`src/rtl/bts_pkg.sv`:
```
// Package for the bilinear texture sampler: sizes, constants and the queue item type.
// Used by every module of the sampler except bts_ram; depends on nothing.
package bts_pkg;

  localparam int MAX_DIM   = 256;
  localparam int DIM_BITS  = $clog2(MAX_DIM);
  localparam int DIM_W     = DIM_BITS + 1;
  localparam int FRAC_BITS = 16;
  localparam int COORD_W   = 18;
  localparam int CFG_IDX_W = 2;
  localparam int BANK_AW   = 2 * (DIM_BITS - 1);
  localparam int BANK_DEPTH = 1 << BANK_AW;
  localparam int TEXEL_W   = 24;
  localparam int LERP_W    = 8 + FRAC_BITS;
  localparam int ACC_W     = 8 + 2 * FRAC_BITS;
  localparam int RND_SH    = 2 * FRAC_BITS - 8;
  localparam int Q_DEPTH   = 4;
  localparam int Q_PTR_W   = $clog2(Q_DEPTH);

  localparam logic [15:0] WHITE_Q88 = 16'hFF00;
  localparam logic [FRAC_BITS:0] ONE_FX = (FRAC_BITS + 1)'(1) << FRAC_BITS;

  localparam logic [CFG_IDX_W-1:0] CFG_TEX_WIDTH   = 2'd0;
  localparam logic [CFG_IDX_W-1:0] CFG_TEX_HEIGHT  = 2'd1;
  localparam logic [CFG_IDX_W-1:0] CFG_BILINEAR    = 2'd2;
  localparam logic [CFG_IDX_W-1:0] CFG_TEX_PRESENT = 2'd3;

  localparam logic OP_WRITE  = 1'b0;
  localparam logic OP_SAMPLE = 1'b1;

  typedef struct packed {
    logic                 is_write;
    logic [2*DIM_BITS-1:0] wr_addr;   // {row, col}
    logic [TEXEL_W-1:0]   wr_data;
    logic                 white;
    logic [FRAC_BITS-1:0] fx;
    logic [FRAC_BITS-1:0] fy;
    logic [DIM_BITS-1:0]  x0;
    logic [DIM_BITS-1:0]  x1;
    logic [DIM_BITS-1:0]  y0;
    logic [DIM_BITS-1:0]  y1;
  } bts_item_t;

  function automatic logic [LERP_W-1:0] lerp8(input logic [7:0] a, input logic [7:0] b,
                                               input logic [FRAC_BITS-1:0] f);
    logic [FRAC_BITS:0] fw;
    fw = ONE_FX - {1'b0, f};
    return LERP_W'(a * fw) + LERP_W'(b * f);
  endfunction

endpackage

```
`src/rtl/bts_queue.sv`:
```
// Short FIFO of classified items between the front end and the back end.
// Uses bts_pkg for the item type and depth.
module bts_queue import bts_pkg::*; (
  input  logic      clk,
  input  logic      rst_n,
  input  logic      push,
  input  bts_item_t push_item,
  output logic      full,
  input  logic      pop,
  output logic      not_empty,
  output bts_item_t head
);

  bts_item_t         slots_r [Q_DEPTH];
  logic [Q_PTR_W-1:0] wr_ptr_r, rd_ptr_r;
  logic [Q_PTR_W:0]   count_r, count_nxt;

  assign full      = (count_r == (Q_PTR_W+1)'(Q_DEPTH));
  assign not_empty = (count_r != '0);
  assign head      = slots_r[rd_ptr_r];

  always_comb begin
    count_nxt = count_r;
    if (push && !pop) count_nxt = count_r + (Q_PTR_W+1)'(1);
    if (pop && !push) count_nxt = count_r - (Q_PTR_W+1)'(1);
  end

  always_ff @(posedge clk) begin
    if (!rst_n) begin
      wr_ptr_r <= '0;
      rd_ptr_r <= '0;
      count_r  <= '0;
    end else begin
      if (push) wr_ptr_r <= wr_ptr_r + Q_PTR_W'(1);
      if (pop)  rd_ptr_r <= rd_ptr_r + Q_PTR_W'(1);
      count_r <= count_nxt;
    end
  end

  always_ff @(posedge clk) begin
    if (push) slots_r[wr_ptr_r] <= push_item;
  end

endmodule

```
`config.mk`:
```
export PLATFORM = sky130hd
export DESIGN_NAME = bts_queue
export DESIGN_NICKNAME = d
export VERILOG_FILES = /design/src/rtl/bts_pkg.sv /design/src/rtl/bts_queue.sv
export SDC_FILE = /design/constraint.sdc
export NUM_CORES = 1
export LEC_CHECK = 0
export BUFFER_PORTS_ARGS = -buffer_cell sky130_fd_sc_hd__buf_2
export CAP_MARGIN = 20
export CORE_ASPECT_RATIO = 1.2
export CORE_MARGIN = 8
export CORE_UTILIZATION = 61
export CTS_CLUSTER_SIZE = 24
export DETAILED_ROUTE_END_ITERATION = 16
export PLACE_DENSITY = 0.88
export SYNTH_ARGS = -nofsm -noshare
export SYNTH_HDL_FRONTEND = slang
export SYNTH_SLANG_ARGS = --single-unit
```
`constraint.sdc`:
```
create_clock -name clk -period 5.1 [get_ports clk]
set_input_delay 0.765 -clock clk [delete_from_list [all_inputs] [get_ports clk]]
set_output_delay 0.765 -clock clk [all_outputs]
set_load 0.005 [all_outputs]
```
Word-level counts from Yosys, hierarchy flattened
Memory sizes are Yosys's and may differ from the RTL's. A register that Yosys moved wholly into a read port is not among the register bits.
Index checks and enable logic that the tools add are counted.
{"block": "classes", "addsub": 4, "eq_ne": 1, "reduce_logical": 6, "muxes": 6}
{"operator": "two-way mux 3 bit", "n": 2}
{"operator": "adder 2 x 1 -> 2 bit (second input constant)", "n": 2}
{"operator": "two-way mux 2 bit", "n": 2}
{"operator": "adder 3 x 1 -> 3 bit (second input constant)", "n": 1}
{"operator": "== test 3 bit (second input constant)", "n": 1}
{"operator": "nonzero test 3 bit", "n": 1}
{"operator": "subtractor 3 x 1 -> 3 bit (second input constant)", "n": 1}
{"operator": "logical AND 1 bit", "n": 2}
{"operator": "logical NOT 1 bit", "n": 2}
{"operator": "two-way mux 1 bit", "n": 2}
{"operator": "nonzero test 2 bit", "n": 1}
{"block": "totals", "ram_bits": 424, "register_bits": 7, "out_inout_bits": 108, "memories": 1, "in_bits": 110}
{"name": "slots_r", "depth": 4, "width": 106, "read_ports": 1, "rd_ports_with_merged_regs": 1, "write_ports": 1, "line": "bts_queue.sv:14", "rtl": "bts_item_t slots_r [Q_DEPTH];"}

Longest topological paths before layout
{"block": "depth", "depth_word": 4, "depth_mapped": 7, "depth_no_buf": 7}

Worst setup path after synthesis
Ideal clock, no wire load.
{"block": "synth_path", "path_kind": "input port to flip-flop", "start": "in push", "end": "mem slots_r[0][0] in the netlist's numbering (enable)", "arrival_time_ns": 3.208, "path_slack_ns": 1.416, "stages": 1, "required_ns": 4.623, "path_cell_list": "and2_1"}
{"block": "synth_between", "elab_chain_len": 2}
{"item": "from (decl)", "line": "bts_queue.sv:6", "rtl": "input logic push,"}
{"item": "two-way mux 1 bit", "line": "bts_queue.sv:41", "rtl": "if (push) slots_r[wr_ptr_r] <= push_item;"}
{"item": "two-way mux 1 bit (implied by the code)", "line": "bts_queue.sv:41"}
{"item": "to (decl)", "line": "bts_queue.sv:14"}
Every way passes these cells.

==> run summary <==
Clock share of power - 36.3%
FMAX - 0.299 GHz
LEAKAGE - 6.22 nW
CTS root buffer - clkbuf_16
DIE AREA - 31200 um^2
Vias per Instance - 6.03
Status - finished clean
Pre-Repair DR Iteration Count - 5
Critical path required time - 4340 ps
Period minus WS final - 3340 ps
Final setup viols - 0
Worst slew margin - 27.8%
YS warnings - 0
Final Util - 72.3%
Max Fanout on Critical Path - 62
CTS Sinks - 433
Switching share of power - 21.4%
Vias - 7316
Detail Placement HPWL - 19.1 mm
Final instance area - 18400 um^2
Commonest non-fill, non-tap cells in the layout - 424 x edfxtp_1, 217 x buf_2, 106 x mux4_2, 43 x clkbuf_16, 12 x buf_4
Area Growth Syn to Fin - 17.0%
Cts repair resizes - 0
Synth Cell Area - 15700 um^2
Port buffer count - 217
Worst hold-check path type - input pin to flop
GRT overflow - 0
Hold_buf cts - 0
Peak VDD IR - 0.000309 V
Post-CTS setup buffers - 0
Synth Area per Inst - 26.2 um^2
Area leader, netlist - edfxtp_1
CTS tree - yes
Logic pwr share - 8.7%
Final nets - 965
Drt initial violations - 555
Worst path slowest cell - dfxtp_4
Residual DRC count - 0
CTS Buf Count - 41
Die width - 163 um
Vias in the first global route - 7712
Worst Skew - 12.7 ps
Max Cap Viol - 0
Internal power - 5.96 mW
Critical Path AT - 2580 ps
Starting Density - 61.8%
Syn nets - 716
Sw power - 1.62 mW
H-tree Lvls - 2
Worst skew pair latency - 520 ps
WS Path Type - flop to primary output
Post-synth EDFFs - 424
Register share of total power - 55.0%
Final Hold Viols - 0
CTS max path bufs - 3
Synth unique cells - 20
Area post-placement - 17200 um^2
RSZ-0062 raised after global routing - false
Synth top area cells - edfxtp_1 81%, mux4_2 15%, dfxtp_1 1.1%
Post-synth ARST share - 0%
Pin count of the biggest net entering global routing - 69
CTS clock-pin slew for the worst setup and hold paths - 60 ps
Setup TNS - 0 ps
Fraction of layout cells with a size suffix above 1 - 45.1%
CP Capture Type - primary output
WL/cell - 26.1 um
Prevailing post-synth register cell - edfxtp_1
Row count - 64
Worst slew pin tran - 1080 ps
Synth top area share - 80.9%
Leading cell type in the layout, fill and taps excluded - edfxtp_1
GR Util All Layers - 20.3%
Largest stage delay, worst path - 960 ps
Routability congestion estimate - 0.728
Worst path cell trace - buf_4 > mux4_2 > buf_2
Routed WL - 31.7 mm
Post-route setup slack - 1760 ps
Placement Setup Slack - 2260 ps
Fin crit share - 65.6%
Routed Antenna Nets - 0
Area of the core - 25500 um^2
Initial antenna violation count - 8
Sequential area share after synthesis - 82.0%
Multi-input logic area - 2650 um^2
Final count of pins violating max slew - 0
Fillers - 1416
Crit start category - flop
Cells after Synth - 600
PwrDens - 411 nW/um^2
Dpl cells - 1136
Die height - 192 um
# IOs - 218
Number of synthesized register bits - 433
Post-Layout Cell Count - 1213
First-pass GRT wire length - 47.1 mm
Register area - 12900 um^2
## sequential cells by signal, summed over array words and instances (netlist names), named ones only
signal	count
slots_r	424
count_r	3
wr_ptr_r	2
rd_ptr_r	2
## layer usage
layer  vias up  GRT usage [%]  wire length [um]
met1      3799           25.6             11900
met4        10           6.54               743
met3        60           5.23              2670
met2       357           34.2             16300
met5         -              0                69
li1       3090              -                 -
## cell families after synthesis
| logic type | share of synthesized area (%) |
|---|---|
| AO/OA/AOI/OAI | 0.111 |
| buffers and inverters | 1.22 |
| flip-flops | 82.0 |
| adder cells (fa/ha/maj) | 0.525 |
| multiplexers | 15.2 |
| XOR/XNOR | 0.278 |
| AND/OR/NAND/NOR | 0.604 |
## Yosys cell counts, types with 2 or more instances
| master | count |
|---|---|
| buf_2 | 12 |
| or3_1 | 2 |
| nand2_1 | 2 |
| o21ai_0 | 2 |
| buf_8 | 5 |
| edfxtp_1 | 424 |
| xnor2_1 | 2 |
| xor2_1 | 3 |
| ha_1 | 5 |
| clkbuf_1 | 6 |
| inv_1 | 6 |
| and2_1 | 10 |
| mux4_2 | 106 |
| dfxtp_1 | 9 |
## final timing paths
check	slack [ps]	endpoint	depth (start not counted)	start
worst max register to register	2830	slots_r[2][89]$_DFFE_PP_	4	wr_ptr_r[0]$_SDFFE_PN0P_
worst max-delay path	1760	head[97]	3	flop
worst min-delay path	460	slots_r[2][10]$_DFFE_PP_	1	push_item[10]
worst min register to register	510	count_r[2]$_SDFFE_PN0P_	2	count_r[2]$_SDFFE_PN0P_
## worst max-delay path, delay by kind of cell, from the launching register on
kind,cells,cell delay (ps)
muxes,1,380
DFF,1,960
buffers and inverters,2,630
## stage by stage
stage / total power [mW] / hold WS [ps]
after CTS: 7.64 / 431
after global placement: 4.87 / 482
after detailed placement: 4.91 / 505
after floorplan: 4.59 / 468
final: 7.58 / 456
after global routing: 7.81 / 438
## power groups by stage
stage | clock [mW] | sequential (mW) | combinational [mW]
after floorplan | 0 | 4.20 | 0.393
after global placement | 0 | 4.22 | 0.645
after detailed placement | 0 | 4.24 | 0.666
after CTS | 2.80 | 4.17 | 0.674
after global routing | 2.92 | 4.18 | 0.711
final | 2.75 | 4.17 | 0.656
## layout make-up
type	count	area share, %
flip-flops and latches	433	70.2
multi-input cells	137	14.4
repair buffers	230	6.50
clock buffers	52	6.03
well taps	330	2.24
clock inverters	22	0.550
inverters	6	0.122
diodes	3	0.0408
Note: power is estimated with default switching activity, not from simulation.
