$ cat config.mk
export PLATFORM = sky130hd
export DESIGN_NAME = bts_front
export DESIGN_NICKNAME = d
export VERILOG_FILES = /design/src/rtl/bts_pkg.sv /design/src/rtl/bts_front.sv
export SDC_FILE = /design/constraint.sdc
export NUM_CORES = 1
export LEC_CHECK = 0
export BUFFER_PORTS_ARGS = -buffer_cell sky130_fd_sc_hd__buf_2
export CAP_MARGIN = 5
export CORE_MARGIN = 3
export CORE_UTILIZATION = 35
export CTS_CLUSTER_DIAMETER = 100
export DETAILED_ROUTE_END_ITERATION = 8
export PLACE_DENSITY = 0.55
export SLEW_MARGIN = 0
export SYNTH_ARGS = -nofsm -noshare
export SYNTH_HDL_FRONTEND = slang
export SYNTH_SLANG_ARGS = --single-unit
export TNS_END_PERCENT = 50
$ cat constraint.sdc
create_clock -name clk -period 10.72 [get_ports clk]
set_clock_uncertainty 0.15 [all_clocks]
set_input_delay 1.072 -clock clk [delete_from_list [all_inputs] [get_ports clk]]
set_output_delay 1.072 -clock clk [all_outputs]
set_load 0.01 [all_outputs]
$ cat src/rtl/bts_pkg.sv
// Package for the bilinear texture sampler: sizes, constants and the queue item type.
// Used by every module of the sampler except bts_ram; depends on nothing.
package bts_pkg;

  localparam int MAX_DIM   = 256;
  localparam int DIM_BITS  = $clog2(MAX_DIM);
  localparam int DIM_W     = DIM_BITS + 1;
  localparam int FRAC_BITS = 16;
  localparam int COORD_W   = 18;
  localparam int CFG_IDX_W = 2;
  localparam int BANK_AW   = 2 * (DIM_BITS - 1);
  localparam int BANK_DEPTH = 1 << BANK_AW;
  localparam int TEXEL_W   = 24;
  localparam int LERP_W    = 8 + FRAC_BITS;
  localparam int ACC_W     = 8 + 2 * FRAC_BITS;
  localparam int RND_SH    = 2 * FRAC_BITS - 8;
  localparam int Q_DEPTH   = 4;
  localparam int Q_PTR_W   = $clog2(Q_DEPTH);

  localparam logic [15:0] WHITE_Q88 = 16'hFF00;
  localparam logic [FRAC_BITS:0] ONE_FX = (FRAC_BITS + 1)'(1) << FRAC_BITS;

  localparam logic [CFG_IDX_W-1:0] CFG_TEX_WIDTH   = 2'd0;
  localparam logic [CFG_IDX_W-1:0] CFG_TEX_HEIGHT  = 2'd1;
  localparam logic [CFG_IDX_W-1:0] CFG_BILINEAR    = 2'd2;
  localparam logic [CFG_IDX_W-1:0] CFG_TEX_PRESENT = 2'd3;

  localparam logic OP_WRITE  = 1'b0;
  localparam logic OP_SAMPLE = 1'b1;

  typedef struct packed {
    logic                 is_write;
    logic [2*DIM_BITS-1:0] wr_addr;   // {row, col}
    logic [TEXEL_W-1:0]   wr_data;
    logic                 white;
    logic [FRAC_BITS-1:0] fx;
    logic [FRAC_BITS-1:0] fy;
    logic [DIM_BITS-1:0]  x0;
    logic [DIM_BITS-1:0]  x1;
    logic [DIM_BITS-1:0]  y0;
    logic [DIM_BITS-1:0]  y1;
  } bts_item_t;

  function automatic logic [LERP_W-1:0] lerp8(input logic [7:0] a, input logic [7:0] b,
                                               input logic [FRAC_BITS-1:0] f);
    logic [FRAC_BITS:0] fw;
    fw = ONE_FX - {1'b0, f};
    return LERP_W'(a * fw) + LERP_W'(b * f);
  endfunction

endpackage

$ cat src/rtl/bts_front.sv
// Front end: configuration registers and classification of incoming items.
// Maps sample coordinates to texel indices and fractions; uses bts_pkg.
module bts_front import bts_pkg::*; (
  input  logic                 clk,
  input  logic                 rst_n,
  input  logic                 cfg_wr_en,
  input  logic [CFG_IDX_W-1:0] cfg_index,
  input  logic [DIM_W-1:0]     cfg_data,
  input  logic                 op,
  input  logic [7:0]           texel_col,
  input  logic [7:0]           texel_row,
  input  logic [7:0]           texel_red,
  input  logic [7:0]           texel_green,
  input  logic [7:0]           texel_blue,
  input  logic signed [COORD_W-1:0] coord_u,
  input  logic signed [COORD_W-1:0] coord_v,
  output bts_item_t            item
);

  logic [DIM_W-1:0] width_r, height_r;
  logic             bilinear_r, present_r;

  always_ff @(posedge clk) begin
    if (!rst_n) begin
      width_r    <= DIM_W'(MAX_DIM);
      height_r   <= DIM_W'(MAX_DIM);
      bilinear_r <= 1'b1;
      present_r  <= 1'b0;
    end else if (cfg_wr_en) begin
      unique case (cfg_index)
        CFG_TEX_WIDTH:   width_r    <= cfg_data;
        CFG_TEX_HEIGHT:  height_r   <= cfg_data;
        CFG_BILINEAR:    bilinear_r <= cfg_data[0];
        CFG_TEX_PRESENT: present_r  <= cfg_data[0];
        default: ;
      endcase
    end
  end

  logic [DIM_W-1:0]         w_eff, h_eff, wm1, hm1;
  logic                     u_ok, v_ok;
  logic [FRAC_BITS:0]       omv;
  logic [DIM_W+FRAC_BITS-1:0] px;
  logic [DIM_W+FRAC_BITS:0] py;
  logic [DIM_W-1:0]         xi;
  logic [DIM_W:0]           yi;
  logic [DIM_W:0]           x1t, y1t;
  logic [FRAC_BITS-1:0]     fx, fy;

  always_comb begin
    w_eff = (width_r == '0) ? DIM_W'(1) :
            (width_r > DIM_W'(MAX_DIM)) ? DIM_W'(MAX_DIM) : width_r;
    h_eff = (height_r == '0) ? DIM_W'(1) :
            (height_r > DIM_W'(MAX_DIM)) ? DIM_W'(MAX_DIM) : height_r;
    wm1 = w_eff - DIM_W'(1);
    hm1 = h_eff - DIM_W'(1);
    // A coordinate is usable only when its sign and integer bits are all zero.
    u_ok = (coord_u[COORD_W-1:FRAC_BITS] == '0);
    v_ok = (coord_v[COORD_W-1:FRAC_BITS] == '0);
    omv  = ONE_FX - {1'b0, coord_v[FRAC_BITS-1:0]};
    px   = w_eff * coord_u[FRAC_BITS-1:0];
    py   = h_eff * omv;
    xi   = px[DIM_W+FRAC_BITS-1:FRAC_BITS];
    yi   = py[DIM_W+FRAC_BITS:FRAC_BITS];
    fx   = px[FRAC_BITS-1:0];
    fy   = py[FRAC_BITS-1:0];
    x1t  = (fx != '0) ? {1'b0, xi} + (DIM_W+1)'(1) : {1'b0, xi};
    y1t  = (fy != '0) ? yi + (DIM_W+1)'(1) : yi;

    item.is_write = (op == OP_WRITE);
    item.wr_addr  = {texel_row, texel_col};
    item.wr_data  = {texel_red, texel_green, texel_blue};
    item.white    = !present_r || !u_ok || !v_ok;
    item.x0 = DIM_BITS'((xi < wm1) ? xi : wm1);
    item.y0 = DIM_BITS'((yi < {1'b0, hm1}) ? yi : {1'b0, hm1});
    // Nearest mode reads only the floor texel, so the ceiling indices follow it.
    item.x1 = !bilinear_r ? item.x0 :
              DIM_BITS'((x1t > {1'b0, wm1}) ? {1'b0, wm1} : x1t);
    item.y1 = !bilinear_r ? item.y0 :
              DIM_BITS'((y1t > {1'b0, hm1}) ? {1'b0, hm1} : y1t);
    // Nearest mode is the blend with both fractions forced to zero.
    item.fx = bilinear_r ? fx : '0;
    item.fy = bilinear_r ? fy : '0;
  end

endmodule

# [Yosys cells after proc, flatten, opt, wreduce, memory -nomap -nowiden]
# Index checks and enable logic that the tools add are counted.
[word_totals] romBits=0 ff_bits=20 output_inout_bits=106 latchBits=0 ramBits=0 elab_cells=51 mem_count=0 input_bits=91
[op_classes] n_eq_ne=3 n_bitwise=1 n_mul=2 n_addsub=5 n_reduce_logical=16 mux=14 n_lt_le_gt_ge=6 shift=0 n_div=0
[ops] cell="2-to-1 mux 8 bit" n=6
[ops] cell="2-to-1 mux 9 bit" n=4
[ops] cell="2-to-1 mux 16 bit" n=2
[ops] cell="nonzero test 16 bit" n=2
[ops] cell="multiplier 9 x 17 -> 26 bit" n=1
[ops] cell="multiplier 9 x 16 -> 25 bit" n=1
[ops] cell="greater-than comparator 10 x 9 -> 1 bit" n=2
[ops] cell="2-to-1 mux 10 bit" n=2
[ops] cell="greater-than comparator 9 bit (second input constant)" n=2
[ops] cell="logical NOT 9 bit" n=2
[ops] cell="subtractor 9 x 1 -> 9 bit (second input constant)" n=2
[ops] cell="subtractor 17 x 16 -> 17 bit (first input constant)" n=1
[ops] cell="adder 10 x 1 -> 10 bit (second input constant)" n=1
[ops] cell="adder 9 x 1 -> 10 bit (second input constant)" n=1
[ops] cell="< comparator 10 x 9 -> 1 bit" n=1
[ops] cell="< comparator 9 bit" n=1
[ops] cell="AND reduction 2 bit" n=4
[ops] cell="logical NOT 2 bit" n=3
[ops] cell="== test 2 bit (second input constant)" n=2
[ops] cell="logical NOT 1 bit" n=3
[ops] cell="== test 2 x 1 -> 1 bit (second input constant)" n=1
[ops] cell="logical OR 1 bit" n=2
[ops] cell="inverter 1 bit" n=1

# [Longest topological paths before layout]
[logic_depth] ltp_word=9 ltp_mapped=35 mapped_depth_nobuf=32

# [Least setup slack after synthesis]
# No wires, ideal clock.
[synth_timing] kind="input -> output" from="in coord_v[2]" to="out item[5] (netlist name)" path_slack_ns=0.446 t_arrival_ns=9.052 required_ns=9.498 n_path_buf=2 path_stages=32 cell_sequence="clkbuf_1 > nor4_1 > nand4b_1 > or3_1 > xor2_1 > nand2_1 > fa_1 > inv_1 > fa_1 > fa_1 > inv_1 > fa_1 > inv_1 > ha_1 > a21oi_1 > o21ai_0 > or3_4 > a2111oi_4 > nand4b_2 > mux2_2 > ha_1 > nor2b_1 > o21a_1 > o21a_1 > o21a_1 > o211ai_1 > a21boi_0 > o31a_1 > a311o_2 > buf_6 > and3_4 > o31ai_2"
[synth_rtl] element="start, declared" line="bts_front.sv:16" rtl="input logic signed [COORD_W-1:0] coord_v,"
[synth_rtl] element="end, declared" line="bts_front.sv:17" rtl="output bts_item_t item"

==> flow_summary.json <==
{
  "synth_top_area_share_pct": 30.83,
  "start_util_pct": 35.93,
  "grt_usage_pct": 19.64,
  "reg2reg_from": "bilinear_r",
  "timing.rr.end": "bilinear_r",
  "layout.nets": 2187,
  "fin_hold_ws_ns": 0.3743,
  "rows": 70,
  "crit_path_end": "item[7]",
  "synth_edf_count": 0,
  "drc": 0,
  "power_leakage_uw": 0.007623,
  "dieArea_um2": 40410,
  "crit_fanout": 6,
  "die_h_um": 201.0,
  "vdd_ir_drop_max_mv": 0.05303,
  "insertion_delay_ns": 0.26,
  "drt_iter0_markers": 623,
  "synth-main-ff-cell": "dfxtp_1",
  "netlist_area_um2": 13310,
  "grt_pass1_vias": 12080,
  "fin_crit_ns": 10.54,
  "worst_pin_slew_ns": 1.005,
  "setup_viol": 0,
  "cts_buffer_depth": 2,
  "totalWireLength_um": 39970,
  "dp_slack_ns": 0.04150,
  "ys_seq_area_share_pct": 3.008,
  "place_area_um2": 14430,
  "maxSlewHeadroom_pct": 32.68,
  "viasPerCell": 5.146,
  "io_pins": 197,
  "max_freq_mhz": 94.86,
  "fin_crit_sh_pct": 98.34,
  "fin_setup_tns_ns": 0,
  "synthMostInstantiatedCell": "inv_1",
  "startpoint": "coord_v[4]",
  "worstSetupStartpointType": "primary input",
  "maxSlewViolCount": 0,
  "area_delta_synth_final_pct": 14.02,
  "synth_warnings": 0,
  "final.setup.worst_slack_ns": 0.1780,
  "core-area_um2": 37050,
  "grt_max_degree": 47,
  "first_pass_iters": 5,
  "clk_pin_slew_ns": 0.06,
  "grt_setup_unrepaired": "true",
  "overflow": 0,
  "syn-instance-count": 1662,
  "die_w_um": 201.0,
  "power_density_nw_per_um2": 40.16,
  "maxCapViolations": 0,
  "ys_seq_elements": 20,
  "whs_path_depth": 2,
  "status": "complete, no violations",
  "dp_hpwl_um": 32720,
  "h-tree-depth": 1,
  "port-buffer-count": 116,
  "cts_buffers": 3,
  "clkSinkCount": 20,
  "via_count": 11680,
  "ys_async_sr_fraction_pct": 0,
  "synth_commonest_cells": "280 x inv_1, 205 x fa_1, 202 x nand2_1",
  "synth_nets": 2087,
  "crit_path_end_kind": "primary output",
  "cts_root_buf": "clkbuf_16",
  "worstPathArrival_ns": 9.32,
  "grt_pass1_wl_um": 65210,
  "synth_cell_types": 84,
  "final_area_um2": 15180,
  "cts_tree": "done",
  "yosysTopAreaCell": "fa_1",
  "place_congestion": 0.8954,
  "cp.required_ns": 9.50,
  "r2r_slack_ns": 8.19,
  "crit_type": "primary input to primary output",
  "avgSynthCellArea_um2": 8.009,
  "antenna_found_initial": 7,
  "wl_per_cell_um": 17.61,
  "cpMaxStageDelayCell": "fa_2",
  "cpPeakStageDelay_ns": 0.61,
  "hold_class": "flop to flop",
  "r2r_cells": 5,
  "synth.area.top_cells": "fa_1 31%, ha_1 12%, inv_1 7.9%, nand2_1 5.7%, and2_1 5.3%",
  "ant_nets": 0,
  "hold_viol_final": 0,
  "final_layout_size_suffix_gt1_share_pct": 17.26
}
## report_power, final
part	internal [uW]	switching (uW)	total [uW]
logic	178	246	424
registers	76.9	4.44	81.4
clock network	74.1	29.9	104
## per-stage QoR
step	total power (uW)	util [%]	instances
floorplan	354.8	-	1662
global placement	473.6	38.94	2237
detailed placement	475.9	38.94	2237
CTS	584.4	39.22	2241
global route	659.2	40.96	2269
finish	609.5	40.97	2270
## per-layer routing
metal	routed length (um)	part of all wire, %	track usage [%]	up-vias
met3	2207	5.5	2.789	43
li1	-	-	-	5495
met4	636	1.6	4.090	4
met1	18890	47	28.36	5787
met2	18210	46	31.38	353
met5	23	0.058	0	-
## cell usage in the layout, fill, tap and decap left out, types with 23 or more instances in the layout
master	n
nor2b_1	36
nor3_1	28
mux2i_1	23
ha_1	118
buf_4	81
and2_1	113
nor2_1	107
nand2_1	199
a21oi_1	36
xnor2_1	39
xor2_1	26
fa_1	203
buf_2	115
inv_1	278
## final cells by class
| class | count | area, um2 |
|---|---|---|
| fill | 3833 | 21870 |
| multi-input combinational | 1254 | 11730 |
| timing repair buffer | 201 | 1236 |
| inverter | 282 | 1059 |
| tap | 504 | 630.6 |
| sequential | 20 | 401.6 |
| clock buffer | 3 | 75.07 |
| clock inverter | 1 | 30.03 |
| antenna | 5 | 12.51 |
## worst max-delay path: cells and delay by family
kind / cells / cell delay [ns]
simple gates: 7 / 1.44
fa+ha+maj: 7 / 2.92
compound gates: 11 / 2.10
buf+inv: 8 / 1.06
mux: 1 / 0.28
xor+xnor: 2 / 0.43
## repair_timing
action,CTS,global route
hold buffers,0,0
gates resized for setup,0,91
setup buffers,0,23
endpoints found under the setup margin,0,9
## kinds of logic (layout without fill, tap and decap cells)
family | count (synthesis) | after routing | synth area share (%)
mux | 28 | 28 | 2.152
buf+inv | 389 | 487 | 12.24
other cells | 0 | 5 | 0
compound gates | 209 | 210 | 11.54
fa+ha+maj | 334 | 334 | 42.96
xor+xnor | 82 | 82 | 5.564
simple gates | 600 | 600 | 22.54
flops | 20 | 20 | 3.008
## worst min path at each step
stage                          start    endpoint  slack, ns
after detailed placement   present_r   present_r       0.36
after global routing      width_r[0]  width_r[0]       0.40
after CTS                  present_r   present_r       0.38
after floorplan           width_r[0]  width_r[0]       0.33
after global placement    width_r[0]  width_r[0]       0.36
final                     width_r[0]  width_r[0]       0.37
## flip-flops by register name, summed over array words and instances, names as in the netlist
register / cells
present_r: 1
width_r: 9
height_r: 9
bilinear_r: 1
No activity file was read; power rests on OpenSTA's default activity.
